### src/rtl/euler_angles_to_rotation_axes_top_macros.svh
// ---------------------------------------------------------------------------
// Assertion macros for the Euler angle to rotation axes block
// Shared concurrent assertion forms.
// ---------------------------------------------------------------------------
`ifndef EULER_ANGLES_TO_ROTATION_AXES_TOP_MACROS_SVH
`define EULER_ANGLES_TO_ROTATION_AXES_TOP_MACROS_SVH

// same-cycle implication, off during reset
`define EATRA_ASSERT_IMPL(name, clk, rst, ante, cons) \
  name: assert property (@(posedge clk) disable iff (rst) (ante) |-> (cons)) \
    else $error("implication check failed");

// next-cycle implication, off during reset
`define EATRA_ASSERT_NEXT(name, clk, rst, ante, cons) \
  name: assert property (@(posedge clk) disable iff (rst) (ante) |=> (cons)) \
    else $error("next-cycle check failed");

// next-cycle implication, also active across reset
`define EATRA_ASSERT_NEXT_ALWAYS(name, clk, ante, cons) \
  name: assert property (@(posedge clk) (ante) |=> (cons)) \
    else $error("reset check failed");

`endif

### src/rtl/eatra_pkg.sv
// ---------------------------------------------------------------------------
// eatra_pkg
// Types, constants and helper functions for the rotation axes pipeline.
// ---------------------------------------------------------------------------
package eatra_pkg;

  localparam int ATAN_ENTRIES = 24;

  // angle reduction: 23040 units per turn
  localparam logic [17:0] TURN_UNITS  = 18'd23040;
  localparam logic [17:0] TWO_TURNS   = 18'd46080;

  // phase = floor((a*2^23 + 22) / 45), split as a*186413 + floor((23a+22)/45)
  localparam logic [32:0] PH_MUL_HI   = 33'd186413;
  localparam logic [19:0] PH_REM_MUL  = 20'd23;
  localparam logic [19:0] PH_BIAS     = 20'd22;
  localparam logic [40:0] PH_RECIP    = 41'd1491309;
  localparam int          PH_SHIFT    = 26;

  localparam logic signed [33:0] CORDIC_GAIN_Q30 = 34'sd652032874;

  typedef logic signed [31:0] trig_t;

  typedef struct packed {
    trig_t s;
    trig_t c;
  } sincos_t;

  // first field in the highest bits
  typedef struct packed {
    logic signed [15:0] fwd_z;
    logic signed [15:0] fwd_y;
    logic signed [15:0] fwd_x;
    logic signed [15:0] up_z;
    logic signed [15:0] up_y;
    logic signed [15:0] up_x;
    logic signed [15:0] left_z;
    logic signed [15:0] left_y;
    logic signed [15:0] left_x;
  } axes_t;

  // atan(2^-i) in 2^32-per-turn units
  function automatic logic signed [31:0] atan_step(input int idx);
    case (idx)
      0:  return 32'sd536870912;
      1:  return 32'sd316933406;
      2:  return 32'sd167458907;
      3:  return 32'sd85004756;
      4:  return 32'sd42667331;
      5:  return 32'sd21354465;
      6:  return 32'sd10679838;
      7:  return 32'sd5340245;
      8:  return 32'sd2670163;
      9:  return 32'sd1335087;
      10: return 32'sd667544;
      11: return 32'sd333772;
      12: return 32'sd166886;
      13: return 32'sd83443;
      14: return 32'sd41722;
      15: return 32'sd20861;
      16: return 32'sd10430;
      17: return 32'sd5215;
      18: return 32'sd2608;
      19: return 32'sd1304;
      20: return 32'sd652;
      21: return 32'sd326;
      22: return 32'sd163;
      23: return 32'sd81;
      default: return 32'sd0;
    endcase
  endfunction

  // Q.60 -> Q1.15, round half up, saturate
  function automatic logic signed [15:0] to_q15(input logic signed [65:0] v);
    logic signed [65:0] t;
    logic signed [20:0] r;
    t = v + 66'sd17592186044416;
    r = 21'(t >>> 45);
    if (r > 21'sd32767) begin
      return 16'sh7fff;
    end else if (r < -21'sd32768) begin
      return 16'sh8000;
    end else begin
      return r[15:0];
    end
  endfunction

endpackage

### src/rtl/eatra_cordic.sv
// ---------------------------------------------------------------------------
// eatra_cordic
// Unrolled rotation-mode CORDIC, one step per register stage, then quadrant.
// ---------------------------------------------------------------------------
module eatra_cordic #(
  parameter int STEPS = 16
) (
  input  logic              clk,
  input  logic              rst,
  input  logic              en,
  input  logic              in_valid,
  input  logic [31:0]       phase,
  output logic              out_valid,
  output eatra_pkg::sincos_t result
);

  localparam logic [1:0] QUAD_I   = 2'd0;
  localparam logic [1:0] QUAD_II  = 2'd1;
  localparam logic [1:0] QUAD_III = 2'd2;

  logic signed [33:0] xs [STEPS];
  logic signed [33:0] ys [STEPS];
  logic signed [31:0] zs [STEPS];
  logic [1:0]         qs [STEPS];
  logic               vs [STEPS];

  for (genvar k = 0; k < STEPS; k++) begin : g_step
    logic signed [33:0] xi, yi;
    logic signed [31:0] zi;
    logic [1:0]         qi;
    logic               vi;

    if (k == 0) begin : g_first
      assign xi = eatra_pkg::CORDIC_GAIN_Q30;
      assign yi = 34'sd0;
      assign zi = $signed({2'b00, phase[29:0]});
      assign qi = phase[31:30];
      assign vi = in_valid;
    end else begin : g_next
      assign xi = xs[k-1];
      assign yi = ys[k-1];
      assign zi = zs[k-1];
      assign qi = qs[k-1];
      assign vi = vs[k-1];
    end

    always_ff @(posedge clk) begin
      if (rst) begin
        vs[k] <= 1'b0;
      end else if (en) begin
        vs[k] <= vi;
      end
    end

    always_ff @(posedge clk) begin
      if (en) begin
        qs[k] <= qi;
        if (!zi[31]) begin
          xs[k] <= xi - (yi >>> k);
          ys[k] <= yi + (xi >>> k);
          zs[k] <= zi - eatra_pkg::atan_step(k);
        end else begin
          xs[k] <= xi + (yi >>> k);
          ys[k] <= yi - (xi >>> k);
          zs[k] <= zi + eatra_pkg::atan_step(k);
        end
      end
    end
  end

  logic signed [33:0] xf, yf, nc, ns;

  assign xf = xs[STEPS-1];
  assign yf = ys[STEPS-1];

  always_comb begin
    case (qs[STEPS-1])
      QUAD_I:   begin nc = xf;  ns = yf;  end
      QUAD_II:  begin nc = -yf; ns = xf;  end
      QUAD_III: begin nc = -xf; ns = -yf; end
      default:  begin nc = yf;  ns = -xf; end
    endcase
  end

  always_ff @(posedge clk) begin
    if (rst) begin
      out_valid <= 1'b0;
    end else if (en) begin
      out_valid <= vs[STEPS-1];
    end
  end

  always_ff @(posedge clk) begin
    if (en) begin
      result.c <= nc[31:0];
      result.s <= ns[31:0];
    end
  end

endmodule

### config.mk
export PLATFORM = sky130hd
export DESIGN_NAME = eatra_cordic
export DESIGN_NICKNAME = d
export VERILOG_FILES = /design/src/rtl/euler_angles_to_rotation_axes_top_macros.svh /design/src/rtl/eatra_pkg.sv /design/src/rtl/eatra_cordic.sv
export SDC_FILE = /design/constraint.sdc
export NUM_CORES = 2
export LEC_CHECK = 0
export BUFFER_PORTS_ARGS = -buffer_cell sky130_fd_sc_hd__buf_4
export CORE_ASPECT_RATIO = 1.5
export CORE_MARGIN = 2
export CORE_UTILIZATION = 50
export DETAILED_ROUTE_END_ITERATION = 10
export GPL_TIMING_DRIVEN = 0
export PLACE_DENSITY = 0.65
export SLEW_MARGIN = 15
export SYNTH_ARGS = -nofsm -noshare
export SYNTH_HDL_FRONTEND = slang
export SYNTH_SLANG_ARGS = --single-unit
### constraint.sdc
create_clock -name clk -period 13.9 [get_ports clk]
set_input_delay 2.085 -clock clk [delete_from_list [all_inputs] [get_ports clk]]
set_output_delay 2.085 -clock clk [all_outputs]
set_load 0.02 [all_outputs]
# After elaboration in Yosys (flattened, before gate mapping)
# Memories as Yosys holds them, arrays and structs flattened. A register that Yosys moved wholly into a read port is not among the register bits.
# Index checks and enable logic that the tools add are counted.
# totals
regBits	64
ram_bits	1648
inputBits	36
word_cells	323
mem_count	5
# memory_table
memory	words	word_bits	rd	rd_clocked_by_memory_dff	wr	line_no	rtl
xs	16	34	16	0	16	eatra_cordic.sv:21	logic signed [33:0] xs [STEPS];
ys	16	34	16	0	16	eatra_cordic.sv:22	logic signed [33:0] ys [STEPS];
zs	16	32	15	0	16	eatra_cordic.sv:23	logic signed [31:0] zs [STEPS];
qs	16	2	16	0	16	eatra_cordic.sv:24	logic [1:0] qs [STEPS];
vs	16	1	16	1	16	eatra_cordic.sv:25	logic vs [STEPS];
# classes
n_addsub	93
n_eq_ne	2
muxes	159
bitwise	61
reduce_logical	1
# ops
operator	n
$mux W34	30
$mux W32	15
$pmux W32 S3	2
$mux W1	112
$add A34 B19 Y34	2
$add A34 B20 Y34	2
$add A34 B21 Y34	2
$add A34 B22 Y34	2
$add A34 B23 Y34	2
$add A34 B24 Y34	2
$add A34 B25 Y34	2
$add A34 B26 Y34	2
$add A34 B27 Y34	2
$add A34 B28 Y34	2
$add A34 B29 Y34	2
$add A34 B30 Y34	2
$add A34 B31 Y34	2
$add A34 B32 Y34	2
$add A34 B33 Y34	2
$sub A34 B19 Y34	2
$sub A34 B20 Y34	2
$sub A34 B21 Y34	2
$sub A34 B22 Y34	2
$sub A34 B23 Y34	2
other kinds (46)	117

# Depth between registers and ports, before layout
# An unclocked memory read counts as a cell.
# logic_depth
depth_word	5
depth_mapped	22

# Least setup slack after synthesis
# Ideal clock, no wire load.
# synth_path
path_type	input-to-reg
from	in en
to	mem zs[2][30], in the netlist zs[0][94], data pin
setup_ns	0.264
arrival_time_ns	6.555
required_time_ns	13.636
slack_ns	7.081
path_stages	16
n_path_buf	4
cell_sequence	clkbuf_1 > nand2_1 > clkinv_1 > clkbuf_1 > clkbuf_1 > buf_1 > ha_1 > a2111o_1 > o211ai_1 > a31oi_1 > o41ai_1 > o21ai_0 > a31oi_1 > o21ai_0 > a221oi_1 > xnor2_1
# synth_lines
item	line_no	rtl
from (decl)	eatra_cordic.sv:10	input logic en,
to (decl)	eatra_cordic.sv:23	

==> run_results.csv <==
group,metric,value,unit
global_routing,grt_pass1_wl,570,mm
place,port_buffers,100,
synth,post_synth_fa_ha_maj_area_fraction,14.0,%
sta,setup_viol,0,
synth,synth_top_area_cell,"edfxtp_1",
synth,synth_cell_type_count,94,
clock_tree,cts_setup_buffers,0,
clock_tree,clock_latency,0.86,ns
place,dpl.hpwl,303,mm
floorplan,core_area,0.246,mm^2
sta,setup_ws,4.56,ns
route,drt_first_pass_iters,6,
floorplan,die_w,410,um
synth,synth_seq_area_share,36.5,%
global_routing,grt_pass1_vias,100000,
route,drtIter0Drc,6007,
floorplan,pin_count,101,
floorplan,rows,223,
synth,syn-num-nets,14300,
synth,syn_inst,12900,
global_routing,top_usage_layer,"met2",
synth,synth-compound-area-share,20.2,%
flow_run,maxCapViolCount,0,
clock_tree,holdBufCountCts,0,
worst_setup_path,critical_path.slowest_cell,"nor3b_1",
synth,yosys.area.top_type_share,36.5,%
sta,fin_skew,0.0452,ns
cells_and_area,syn_to_final_growth,9.03,%
synth,synth_top_family_by_area,"compound AO/OA/AOI/OAI gates",
global_routing,grt_util_all_layers,28.9,%
clock_tree,cts_buffer_depth,4,
place,gp_congestion,0.979,
global_routing,grt_use_met2,56.6,%
route,vias_per_cell,6.01,
cells_and_area,final_common_cell,"edfxtp_1",
route,drc,0,
synth,yosys_warnings,0,
synth,synth-xor-area-share,13.0,%
synth,syn_area_per_cell,9.61,um^2
sta,maxSlewViolCount,0,
global_routing,grt-ovfl-total,0,
route,drt.antenna.violating_nets,0,
cells_and_area,final_cell_mix,"edfxtp_1 (1506), ha_1 (1323), a21oi_1 (1298), xnor2_1 (1189), nor2_1 (958)",
cells_and_area,final_area,0.135,mm^2
synth,ys_ff_latch,1507,
clock_tree,cts_resized,0,
global_routing,antenna_found_initial,5,
worst_setup_path,start_kind,"input port",
clock_tree,cts_inserted_buffers,167,
run_status,status,"complete, no violations",
floorplan,die_h,614,um
floorplan,start_util,50.3,%
worst_setup_path,crit_path_end_kind,"register",
worst_setup_path,crit_required,14.50,ns
worst_setup_path,critical_path_class,"in -> reg",
global_routing,grtUsageMet3,2.87,%
place,pre_cts_ws,3.70,ns
floorplan,die-area,0.252,mm^2
clock_tree,cts_max_level,4,
cells_and_area,nets,14600,
synth,synthMuxAreaShare,0.628,%
cells_and_area,drive_above_1_share,4.10,%
clock_tree,cts_tree,"built",
synth,synthArstFlopShare,0,%
sta,worstMarginPinSlew,1.24,ns
global_routing,grt_max_degree,97,
worst_setup_path,critPathMaxFanout,32,
sta,slew_headroom,16.3,%
synth,synthTopCellsByArea,"edfxtp_1 (37%), ha_1 (13%), xnor2_1 (8.4%), a21oi_1 (5.2%), xor2_1 (4.6%)",
sta,period_minus_slack,9.34,ns
route,routed_wl,371,mm
synth,synth_flop_cell,"edfxtp_1",
synth,synthSimpleGateAreaFrac,13.5,%
sta,finalHoldViolCount,0,
route,vias,99600,
clock_tree,clk_pin_slew,0.06,ns
sta,fin_setup_tns,0,ns
cells_and_area,instances_no_fill,16600,
worst_setup_path,critPathMaxStageDelay,0.84,ns
place,dpl-instance-area,0.130,mm^2
sta,rsz0062_at_grt,"false",
worst_hold_path,hp-class,"reg -> reg",
clock_tree,root_buffer,"clkbuf_16",
sta,maxClockFrequency,107,MHz
clock_tree,cts.sinks,1507,
sta,fin_crit_sh,67.2,%
worst_setup_path,cp.arrival,9.94,ns
global_routing,grtUsageMet1,28.5,%
synth,synth_area,0.124,mm^2
worst_setup_path,path_cells,"buf_8 > clkbuf_2 > clkbuf_2 > nand2_1 > inv_1 > clkbuf_1 > buf_2 > nor2_1 > xor2_1 > ha_1 > a211oi_1 > o21ai_0 > nor3b_1 > o32ai_1 > o211ai_1 > a31oi_1 > o21ai_0 > a21o_1 > a21oi_1 > xnor2_1",
route,wl_per_cell,22.3,um
synth,synth-edff-count,1506,
place,dp.cells,16300,
through the flow:
step | util, % | hold slack (ns)
detailed placement | 52.6 | 0.405
global route | 54.9 | 0.429
finish | 54.9 | 0.418
global placement | 52.3 | 0.402
CTS | 54.9 | 0.419
floorplan | - | 0.400
cell families after synthesis:
logic type / Yosys count
XOR/XNOR: 1837
AO/OA/AOI/OAI: 3967
buffers and inverters: 718
AND/OR/NAND/NOR: 3431
multiplexers: 73
adder cells (fa/ha/maj): 1361
flip-flops: 1507
final timing paths:
| path | start | to | slack (ns) | depth (start not counted) |
|---|---|---|---|---|
| max | en | xs[5][30]$_DFFE_PP_ | 4.56 | 20 |
| min | zs[1][33]$_DFFE_PP_ | zs[1][65]$_DFFE_PP_ | 0.42 | 0 |
| max reg2reg | zs[0][159]$_DFFE_PP_ | xs[5][30]$_DFFE_PP_ | 7.25 | 17 |
| min reg2reg | zs[1][33]$_DFFE_PP_ | zs[1][65]$_DFFE_PP_ | 0.42 | 0 |
worst max-delay path, delay by kind of cell:
family | cells | cell delay [ns]
AOI/OAI and AO/OA | 8 | 2.14
buffers and inverters | 6 | 3.29
adders and majority gates | 1 | 0.37
and+or+nand+nor | 3 | 1.65
xor gates and xnor gates | 2 | 0.31
sequential cells by signal, indices dropped and copies added (netlist names):
| register | cells |
|---|---|
| qs | 32 |
| vs | 16 |
| xs | 473 |
| zs | 446 |
| out_valid | 1 |
| result | 64 |
| ys | 475 |
metal layers:
metal  routed length, um  share of wire, %
met3               12100               3.3
met4               27700               7.5
met2              200000                54
met5                  35            0.0094
met1              131000                35
synth_stat cells (29+ instances only):
library cell  count
nand2b_1        212
o21ai_0         803
o211ai_1         70
or2_2            47
nor2_1          958
or4_1            51
nor3_1          312
a21o_1          574
xnor2_1        1190
a211o_1          42
a211oi_1        132
a221oi_1         32
a21boi_0         29
nand3_1         209
a31oi_1         134
or3_1           105
nand2_1         823
and3_1          104
buf_1            31
o31a_1           37
o21a_1          191
o41ai_1          57
ha_1           1323
edfxtp_1       1506
o31ai_1         134
fa_1             38
clkbuf_1        228
xor2_1          647
inv_1           449
a21oi_1        1298
nor4_1           78
nand4_1         105
and2_1           88
nor2b_1         213
mux2i_1          53
o21bai_1        149
area by class of cell:
type	count	area (um^2)
fillers	22000	111000
multi-input cells	10700	75900
flip-flops and latches	1507	45200
clock buffers	195	4360
well taps	3262	4080
inverters	457	1720
repair buffers	129	1500
clock inverters	98	1110
plain buffers	261	1070
diodes	7	17.5
Power is not shown: default switching activity piles up to over one toggle a cycle in this logic, so the estimate is an artifact.
