===== config.mk =====
export PLATFORM = sky130hd
export DESIGN_NAME = eatra_phase
export DESIGN_NICKNAME = d
export VERILOG_FILES = /design/src/rtl/euler_angles_to_rotation_axes_top_macros.svh /design/src/rtl/eatra_pkg.sv /design/src/rtl/eatra_phase.sv
export SDC_FILE = /design/constraint.sdc
export NUM_CORES = 1
export LEC_CHECK = 0
export ABC_AREA = 1
export BUFFER_PORTS_ARGS = -buffer_cell sky130_fd_sc_hd__clkbuf_2
export CAP_MARGIN = 25
export CORE_ASPECT_RATIO = 1.4
export CORE_MARGIN = 4
export CORE_UTILIZATION = 54
export CTS_CLUSTER_SIZE = 16
export DETAILED_ROUTE_END_ITERATION = 12
export PLACE_DENSITY = 0.73
export SLEW_MARGIN = 5
export SYNTH_ARGS = -nofsm -noshare
export SYNTH_HDL_FRONTEND = slang
export SYNTH_SLANG_ARGS = --single-unit

===== constraint.sdc =====
create_clock -name clk -period 9.8 [get_ports clk]
set_clock_uncertainty 0.2 [all_clocks]
set_input_delay 1.47 -clock clk [delete_from_list [all_inputs] [get_ports clk]]
set_output_delay 1.47 -clock clk [all_outputs]
set_load 0.01 [all_outputs]

===== src/rtl/euler_angles_to_rotation_axes_top_macros.svh =====
// ---------------------------------------------------------------------------
// Assertion macros for the Euler angle to rotation axes block
// Shared concurrent assertion forms.
// ---------------------------------------------------------------------------
`ifndef EULER_ANGLES_TO_ROTATION_AXES_TOP_MACROS_SVH
`define EULER_ANGLES_TO_ROTATION_AXES_TOP_MACROS_SVH

// same-cycle implication, off during reset
`define EATRA_ASSERT_IMPL(name, clk, rst, ante, cons) \
  name: assert property (@(posedge clk) disable iff (rst) (ante) |-> (cons)) \
    else $error("implication check failed");

// next-cycle implication, off during reset
`define EATRA_ASSERT_NEXT(name, clk, rst, ante, cons) \
  name: assert property (@(posedge clk) disable iff (rst) (ante) |=> (cons)) \
    else $error("next-cycle check failed");

// next-cycle implication, also active across reset
`define EATRA_ASSERT_NEXT_ALWAYS(name, clk, ante, cons) \
  name: assert property (@(posedge clk) (ante) |=> (cons)) \
    else $error("reset check failed");

`endif


===== src/rtl/eatra_pkg.sv =====
// ---------------------------------------------------------------------------
// eatra_pkg
// Types, constants and helper functions for the rotation axes pipeline.
// ---------------------------------------------------------------------------
package eatra_pkg;

  localparam int ATAN_ENTRIES = 24;

  // angle reduction: 23040 units per turn
  localparam logic [17:0] TURN_UNITS  = 18'd23040;
  localparam logic [17:0] TWO_TURNS   = 18'd46080;

  // phase = floor((a*2^23 + 22) / 45), split as a*186413 + floor((23a+22)/45)
  localparam logic [32:0] PH_MUL_HI   = 33'd186413;
  localparam logic [19:0] PH_REM_MUL  = 20'd23;
  localparam logic [19:0] PH_BIAS     = 20'd22;
  localparam logic [40:0] PH_RECIP    = 41'd1491309;
  localparam int          PH_SHIFT    = 26;

  localparam logic signed [33:0] CORDIC_GAIN_Q30 = 34'sd652032874;

  typedef logic signed [31:0] trig_t;

  typedef struct packed {
    trig_t s;
    trig_t c;
  } sincos_t;

  // first field in the highest bits
  typedef struct packed {
    logic signed [15:0] fwd_z;
    logic signed [15:0] fwd_y;
    logic signed [15:0] fwd_x;
    logic signed [15:0] up_z;
    logic signed [15:0] up_y;
    logic signed [15:0] up_x;
    logic signed [15:0] left_z;
    logic signed [15:0] left_y;
    logic signed [15:0] left_x;
  } axes_t;

  // atan(2^-i) in 2^32-per-turn units
  function automatic logic signed [31:0] atan_step(input int idx);
    case (idx)
      0:  return 32'sd536870912;
      1:  return 32'sd316933406;
      2:  return 32'sd167458907;
      3:  return 32'sd85004756;
      4:  return 32'sd42667331;
      5:  return 32'sd21354465;
      6:  return 32'sd10679838;
      7:  return 32'sd5340245;
      8:  return 32'sd2670163;
      9:  return 32'sd1335087;
      10: return 32'sd667544;
      11: return 32'sd333772;
      12: return 32'sd166886;
      13: return 32'sd83443;
      14: return 32'sd41722;
      15: return 32'sd20861;
      16: return 32'sd10430;
      17: return 32'sd5215;
      18: return 32'sd2608;
      19: return 32'sd1304;
      20: return 32'sd652;
      21: return 32'sd326;
      22: return 32'sd163;
      23: return 32'sd81;
      default: return 32'sd0;
    endcase
  endfunction

  // Q.60 -> Q1.15, round half up, saturate
  function automatic logic signed [15:0] to_q15(input logic signed [65:0] v);
    logic signed [65:0] t;
    logic signed [20:0] r;
    t = v + 66'sd17592186044416;
    r = 21'(t >>> 45);
    if (r > 21'sd32767) begin
      return 16'sh7fff;
    end else if (r < -21'sd32768) begin
      return 16'sh8000;
    end else begin
      return r[15:0];
    end
  endfunction

endpackage


===== src/rtl/eatra_phase.sv =====
// ---------------------------------------------------------------------------
// eatra_phase
// Reduces an angle in 1/64 degree modulo a turn, scales to a 32-bit phase.
// ---------------------------------------------------------------------------
module eatra_phase (
  input  logic               clk,
  input  logic               rst,
  input  logic               en,
  input  logic               in_valid,
  input  logic signed [15:0] angle,
  output logic               out_valid,
  output logic [31:0]        phase
);

  localparam int PH_SHIFT_TOP = eatra_pkg::PH_SHIFT + 14;

  logic [17:0] wrap0, wrap1, red;
  logic [14:0] ang_r;
  logic        v1, v2;
  logic [32:0] hi_prod;
  logic [19:0] rem_x;
  logic [40:0] lo_prod;
  logic [31:0] hi_r;
  logic [14:0] lo_r;

  // bias by two turns so the value is never negative, then fold twice
  always_comb begin
    wrap0 = 18'($signed({{2{angle[15]}}, angle}) + $signed(eatra_pkg::TWO_TURNS));
    wrap1 = (wrap0 >= eatra_pkg::TWO_TURNS) ? wrap0 - eatra_pkg::TWO_TURNS : wrap0;
    red   = (wrap1 >= eatra_pkg::TURN_UNITS) ? wrap1 - eatra_pkg::TURN_UNITS : wrap1;
  end

  always_comb begin
    hi_prod = {18'd0, ang_r} * eatra_pkg::PH_MUL_HI;
    rem_x   = {5'd0, ang_r} * eatra_pkg::PH_REM_MUL + eatra_pkg::PH_BIAS;
    lo_prod = {21'd0, rem_x} * eatra_pkg::PH_RECIP;
  end

  always_ff @(posedge clk) begin
    if (rst) begin
      v1        <= 1'b0;
      v2        <= 1'b0;
      out_valid <= 1'b0;
    end else if (en) begin
      v1        <= in_valid;
      v2        <= v1;
      out_valid <= v2;
    end
  end

  always_ff @(posedge clk) begin
    if (en) begin
      ang_r <= red[14:0];
      hi_r  <= hi_prod[31:0];
      lo_r  <= lo_prod[PH_SHIFT_TOP:eatra_pkg::PH_SHIFT];
      phase <= hi_r + {17'd0, lo_r};
    end
  end

endmodule


# --- After elaboration in Yosys (flattened, before gate mapping) ---
# Cells that the tools add are included.
totals:
  ff_bits: 97
  latchBits: 0
  ramBits: 0
  rom_bits: 0
  output_inout_bits: 33
  n_memories: 0
op_classes:
  addsub: 5
  mul: 3
  div_mod_pow: 0
  magnitude_cmp: 2
  eq_ne: 0
  n_shift: 0
  n_mux: 2
  bitwise: 0
  n_reduce_logical: 0
op_table:
  columns: ["operator", "count"]
  rows:
  - ["$mul 20x21->41 const B", 1]
  - ["$add 32x15->32", 1]
  - ["$mul 15x18->32 const B", 1]
  - ["$add 20x5->20 const B", 1]
  - ["$mul 15x5->20 const B", 1]
  - ["$add 16x17->18 const B", 1]
  - ["$ge 18x15->1 const B", 1]
  - ["$ge 18x16->1 const B", 1]
  - ["$mux 18", 1]
  - ["$sub 18x16->18 const B", 1]
  - ["$mux 15", 1]
  - ["$sub 15x15->15 const B", 1]

# --- Depth between registers and ports, before layout ---
logic_depth:
  depth_word: 5
  mapped_depth: 42
  depth_no_buf: 42

# --- Worst setup path before layout ---
# Ideal clock, no wire load.
synth_path:
  path_kind: "flip-flop to flip-flop"
  startpoint: "reg ang_r[0]"
  endpoint: "reg lo_r[12], data pin"
  setup_ns: 0.265
  arrival_ns: 8.239
  required_time_ns: 9.335
  path_slack_ns: 1.096
  stages_incl_launch_ff: 32
  n_path_buf: 0
  synth_period_minus_slack_ns: 8.704
  path_cell_list: "edfxtp_1 -> inv_1 -> fa_1 -> fa_1 -> inv_1 -> ha_1 -> inv_1 -> fa_1 -> o21ai_1 -> a21oi_1 -> o21ai_1 -> a31oi_1 -> xor2_1 -> ha_1 -> inv_1 -> fa_1 -> inv_1 -> fa_1 -> fa_1 -> fa_1 -> fa_1 -> inv_1 -> fa_1 -> inv_1 -> ha_1 -> nand2_1 -> inv_1 -> a21oi_1 -> o21ai_0 -> o21ai_0 -> nand3_1 -> xor2_1"
synth_via:
  elab_chain_cells: 3
synth_rtl:
  columns: ["item", "line", "source"]
  rows:
  - ["from (decl)", "eatra_phase.sv:18", "logic [14:0] ang_r;"]
  - ["from (signal assigned)", "eatra_phase.sv:53", "ang_r <= red[14:0];"]
  - ["$mul 15x5->20", "eatra_phase.sv:35", "rem_x = {5'd0, ang_r} * eatra_pkg::PH_REM_MUL + eatra_pkg::PH_BIAS;"]
  - ["$add 20x5->20", "eatra_phase.sv:35", null]
  - ["$mul 20x21->41", "eatra_phase.sv:36", "lo_prod = {21'd0, rem_x} * eatra_pkg::PH_RECIP;"]
  - ["named net lo_prod[38]", "eatra_phase.sv:22", "logic [40:0] lo_prod;"]
  - ["to (signal assigned)", "eatra_phase.sv:55", "lo_r <= lo_prod[PH_SHIFT_TOP:eatra_pkg::PH_SHIFT];"]
  - ["to (decl)", "eatra_phase.sv:24", "logic [14:0] lo_r;"]
# The timed path passes the listed nets, and every way through them passes these cells.
# A chain may end at the register's enable or synchronous reset.

# --- Final worst setup path ---
layout_path:
  startpoint: "reg ang_r[8]"
  endpoint: "reg lo_r[13], data pin"
# The elaborated chain is that of the path after synthesis.

==> results.md <==
Outcome:
- The flow ran to the end, and the final reports show no timing, DRC or antenna violations.

Clock tree:
- The cell chosen for the clock root is sky130_fd_sc_hd__clkbuf_16.
- The clock tree synthesis step divided the H-tree into 3 levels.
- For this design, the sink count on the clock tree is 97.
- Counting the buffers created by CTS gives 9.
- The number of buffers on the longest clock path is 2.
- The hold buffer count at CTS is 0.
- TritonCTS built the clock tree.
- The insertion delay of the later-clocked pin in the worst-skew pair is 0.37 ns.
- The clock transition at the registers of the reported paths is 0.09 ns.

Floorplanning:
- The floorplan step set the die height to 221.6 um.
- The area of the die is 35580 um^2.
- The die span in x is 160.6 um.
- After floorplanning, the core was divided into 78 placement rows.
- The core region is 32300 um^2.
- The initial utilization of the core area, before any placement, comes to 54.48%.
- For this design the top-level I/O count stands at 53.

Timing:
- The peak clock frequency supported by timing is 108.9 MHz.
- At the pin with the least slew margin, the transition time is 0.6321 ns.
- The number of endpoints with negative hold slack in the final report was 0.
- The fraction of the cycle the final worst path needs is 93.71%.
- Setup violations remaining at the end of the flow were counted as 0.
- The worst pin sits at a relative slew slack of 57.47%.
- The number of max-slew violations in the final report is 0.
- The final setup slack of the worst path is 0.6166 ns.
- For the finished layout, the period the worst path requires is 9.183 ns.

Logic synthesis:
- Counting flops and latches in the post-synthesis netlist gives 97.
- The synthesized area per cell is 9.081 um^2.
- Counting distinct cell types in the post-synthesis netlist gives 43.
- In the synthesized netlist, the number of instances is 1938.
- Yosys printed 0 warnings.
- The synthesized cell area is 17600 um^2.
- The fraction of synthesis flops using an asynchronous set or reset pin is 0%.
- Counting every net in the synthesized netlist gives 2531.
- Among all flip-flop cells after synthesis, the most frequent one is sky130_fd_sc_hd__edfxtp_1.
- The number of synthesized flops with an enable pin is 94.
- After synthesis, flip-flops and latches occupy 16.38% of the total area.

Global routing:
- After global routing the overflow that remains totals 0.
- Global routing consumed, over all layers together, 24.63% of the routing resources.
- The initial antenna violation count is 0.
- The global-route wire length before repair is 70250 um.
- The pin count of the biggest net entering global routing is 84.
- The number of global-route vias before repair came to 14060.

Worst setup path:
- The biggest cell delay along the critical path is 0.54 ns.
- In this design, the largest share of critical-path delay is due to adder cells.
- The worst setup path is launched from a flop.
- STA classifies the critical path endpoint as a flop.
- The library cell contributing the largest single delay on the critical path is sky130_fd_sc_hd__fa_1.
- The worst setup path is of the reg2reg kind.
- The critical path's most frequent cell is sky130_fd_sc_hd__fa_1.
- In this run the worst path has a maximum fanout of 5.
- For the worst setup path, the data arrival time is 9.09 ns.
- The worst path buffer plus inverter count is 7.
- At the worst endpoint, the required time is 9.71 ns.

Placement:
- In this run the tool buffered the top-level ports with 52 buffer cells.
- The final weighted congestion in routability-driven placement is 0.9653.
- The detailed placer's ending HPWL is 37970 um.
- The minimum setup slack after placement is 0.5178 ns.

Worst hold path:
- The type of the worst min-delay path is reg2reg.

Finish:
- The share of layout cells above drive strength 1 is 6.155%.
- The layout overhead on the synthesized area is 7.750%.
- Summing all multi-input logic gate instances after layout gives 12840 um^2.
- The register area is 2883 um^2.
- After filler insertion, the fill cell instance count of the layout stands at 2805.
- After the last flow step, the layout net total stands at 2619.
- The count of antenna diodes in the layout is 0.

Detailed routing:
- The DRC marker count from the first detailed-route iteration is 700.
- The ratio of routed vias to standard cells is 5.287.
- The routed wire length is 42800 um.
- The number of routed nets with antenna violations is 0.
- For this run, design rule violations remaining after detail routing come to 0.
- For this run, the detailed router's first-pass iteration total came to 7.
- The average routed wire per standard cell is 17.32 um.
- The routed layout has 13060 vias.

Run:
- The reported max-cap violation count is 0.
## stage by stage
| step | std cells | util [%] | hold WS (ns) | setup TNS, ns | area [um^2] |
|---|---|---|---|---|---|
| after floorplan | 1938 | - | 0.2303 | 0 | 17600 |
| after global placement | 2436 | 57.15 | 0.2434 | 0 | 18460 |
| after detailed placement | 2436 | 57.15 | 0.2479 | 0 | 18460 |
| after CTS | 2452 | 58.13 | 0.2572 | 0 | 18780 |
| after global routing | 2471 | 58.70 | 0.2748 | -0.008362 | 18960 |
| final | 2471 | 58.70 | 0.2536 | 0 | 18960 |
## sequential cells by signal (all words and copies together) (netlist names)
name and flops:
v1 1, hi_r 32, phase 32, v2 1
out_valid 1, lo_r 15, ang_r 15
## Yosys cell counts, types with 5 or more instances
| cell type | number | share of area, % |
|---|---|---|
| sky130_fd_sc_hd__nand3_1 | 66 | 1.9 |
| sky130_fd_sc_hd__fa_1 | 212 | 24 |
| sky130_fd_sc_hd__nand2_1 | 232 | 4.9 |
| sky130_fd_sc_hd__xnor2_1 | 30 | 1.5 |
| sky130_fd_sc_hd__nor2_1 | 85 | 1.8 |
| sky130_fd_sc_hd__nor4_1 | 9 | 0.32 |
| sky130_fd_sc_hd__a21o_1 | 9 | 0.38 |
| sky130_fd_sc_hd__edfxtp_1 | 94 | 16 |
| sky130_fd_sc_hd__a21oi_1 | 100 | 2.8 |
| sky130_fd_sc_hd__o21a_1 | 7 | 0.30 |
| sky130_fd_sc_hd__nand2_4 | 5 | 0.32 |
| sky130_fd_sc_hd__ha_1 | 361 | 26 |
| sky130_fd_sc_hd__xor2_1 | 65 | 3.2 |
| sky130_fd_sc_hd__o21ai_0 | 43 | 1.2 |
| sky130_fd_sc_hd__inv_1 | 502 | 11 |
| sky130_fd_sc_hd__o21bai_1 | 8 | 0.34 |
| sky130_fd_sc_hd__o21ai_1 | 7 | 0.20 |
| sky130_fd_sc_hd__nand2_2 | 8 | 0.28 |
| sky130_fd_sc_hd__nand4_1 | 15 | 0.53 |
| sky130_fd_sc_hd__a31oi_1 | 12 | 0.43 |
| sky130_fd_sc_hd__nor3_1 | 24 | 0.68 |
## worst paths after layout
path	start	endpoint	cells after the start	slack [ns]
max	ang_r[8]	lo_r[13]	36	0.62
min	v1	v2	2	0.25
max reg2reg	ang_r[8]	lo_r[13]	36	0.62
min reg2reg	v1	v2	2	0.25
## layer usage
layer / share of wire (%) / global-route usage [%] / up-vias
met3: 3.1 / 2.046 / 93
li1: - / - / 6375
met4: 3.2 / 7.998 / 0
met5: 0 / 0 / -
met2: 53 / 46.47 / 324
met1: 41 / 29.35 / 6272
## cells by family (layout without fill, tap and decap cells)
| family | count (synthesis) | in the layout | synth area share, % |
|---|---|---|---|
| AOI/OAI and AO/OA | 210 | 210 | 6.932 |
| xor gates and xnor gates | 95 | 95 | 4.728 |
| adders and majority gates | 573 | 573 | 49.78 |
| buffers and inverters | 505 | 598 | 10.77 |
| DFF | 97 | 97 | 16.38 |
| and+or+nand+nor | 458 | 458 | 11.40 |
## worst reg2reg max path, delay by kind of cell, from the launching register on
kind | cells | cell delay (ns)
compound gates | 9 | 1.59
xor+xnor | 1 | 0.15
fa+ha+maj | 12 | 5.33
buf+inv | 7 | 0.45
flops | 1 | 0.53
simple gates | 7 | 0.66
## cell type report
type	count	share of cell area, %
Multi-Input combinational cell	1336	67.72
Timing Repair Buffer	78	2.521
Inverter	504	9.977
Clock inverter	7	0.4883
Tap cell	440	2.903
Sequential cell	97	15.20
Clock buffer	9	1.188
## placed cells by master (no fill, tap or decap), types with 5 or more instances in the layout
master / synthesis / final
sky130_fd_sc_hd__inv_1: 502 / 502
sky130_fd_sc_hd__ha_1: 361 / 360
sky130_fd_sc_hd__nand2_1: 232 / 232
sky130_fd_sc_hd__fa_1: 212 / 212
sky130_fd_sc_hd__a21oi_1: 100 / 100
sky130_fd_sc_hd__edfxtp_1: 94 / 94
sky130_fd_sc_hd__nor2_1: 85 / 85
sky130_fd_sc_hd__nand3_1: 66 / 66
sky130_fd_sc_hd__xor2_1: 65 / 64
sky130_fd_sc_hd__clkbuf_2: 0 / 51
sky130_fd_sc_hd__o21ai_0: 43 / 43
sky130_fd_sc_hd__xnor2_1: 30 / 29
sky130_fd_sc_hd__buf_4: 0 / 26
sky130_fd_sc_hd__nor3_1: 24 / 24
sky130_fd_sc_hd__nand4_1: 15 / 15
sky130_fd_sc_hd__a31oi_1: 12 / 12
sky130_fd_sc_hd__a21o_1: 9 / 9
sky130_fd_sc_hd__nor4_1: 9 / 9
sky130_fd_sc_hd__clkbuf_16: 0 / 9
sky130_fd_sc_hd__o21bai_1: 8 / 8
sky130_fd_sc_hd__nand2_2: 8 / 8
sky130_fd_sc_hd__o21a_1: 7 / 7
sky130_fd_sc_hd__o21ai_1: 7 / 6
sky130_fd_sc_hd__nand2_4: 5 / 5
## repair_timing
action	4_1_cts	5_1_grt
buffers inserted	0	18
endpoints found under the setup margin	0	9
gates resized for setup	0	4
Power is left out: the tool's default activity adds up to more than one toggle a clock period on the data nets, which glitch-free logic cannot reach.
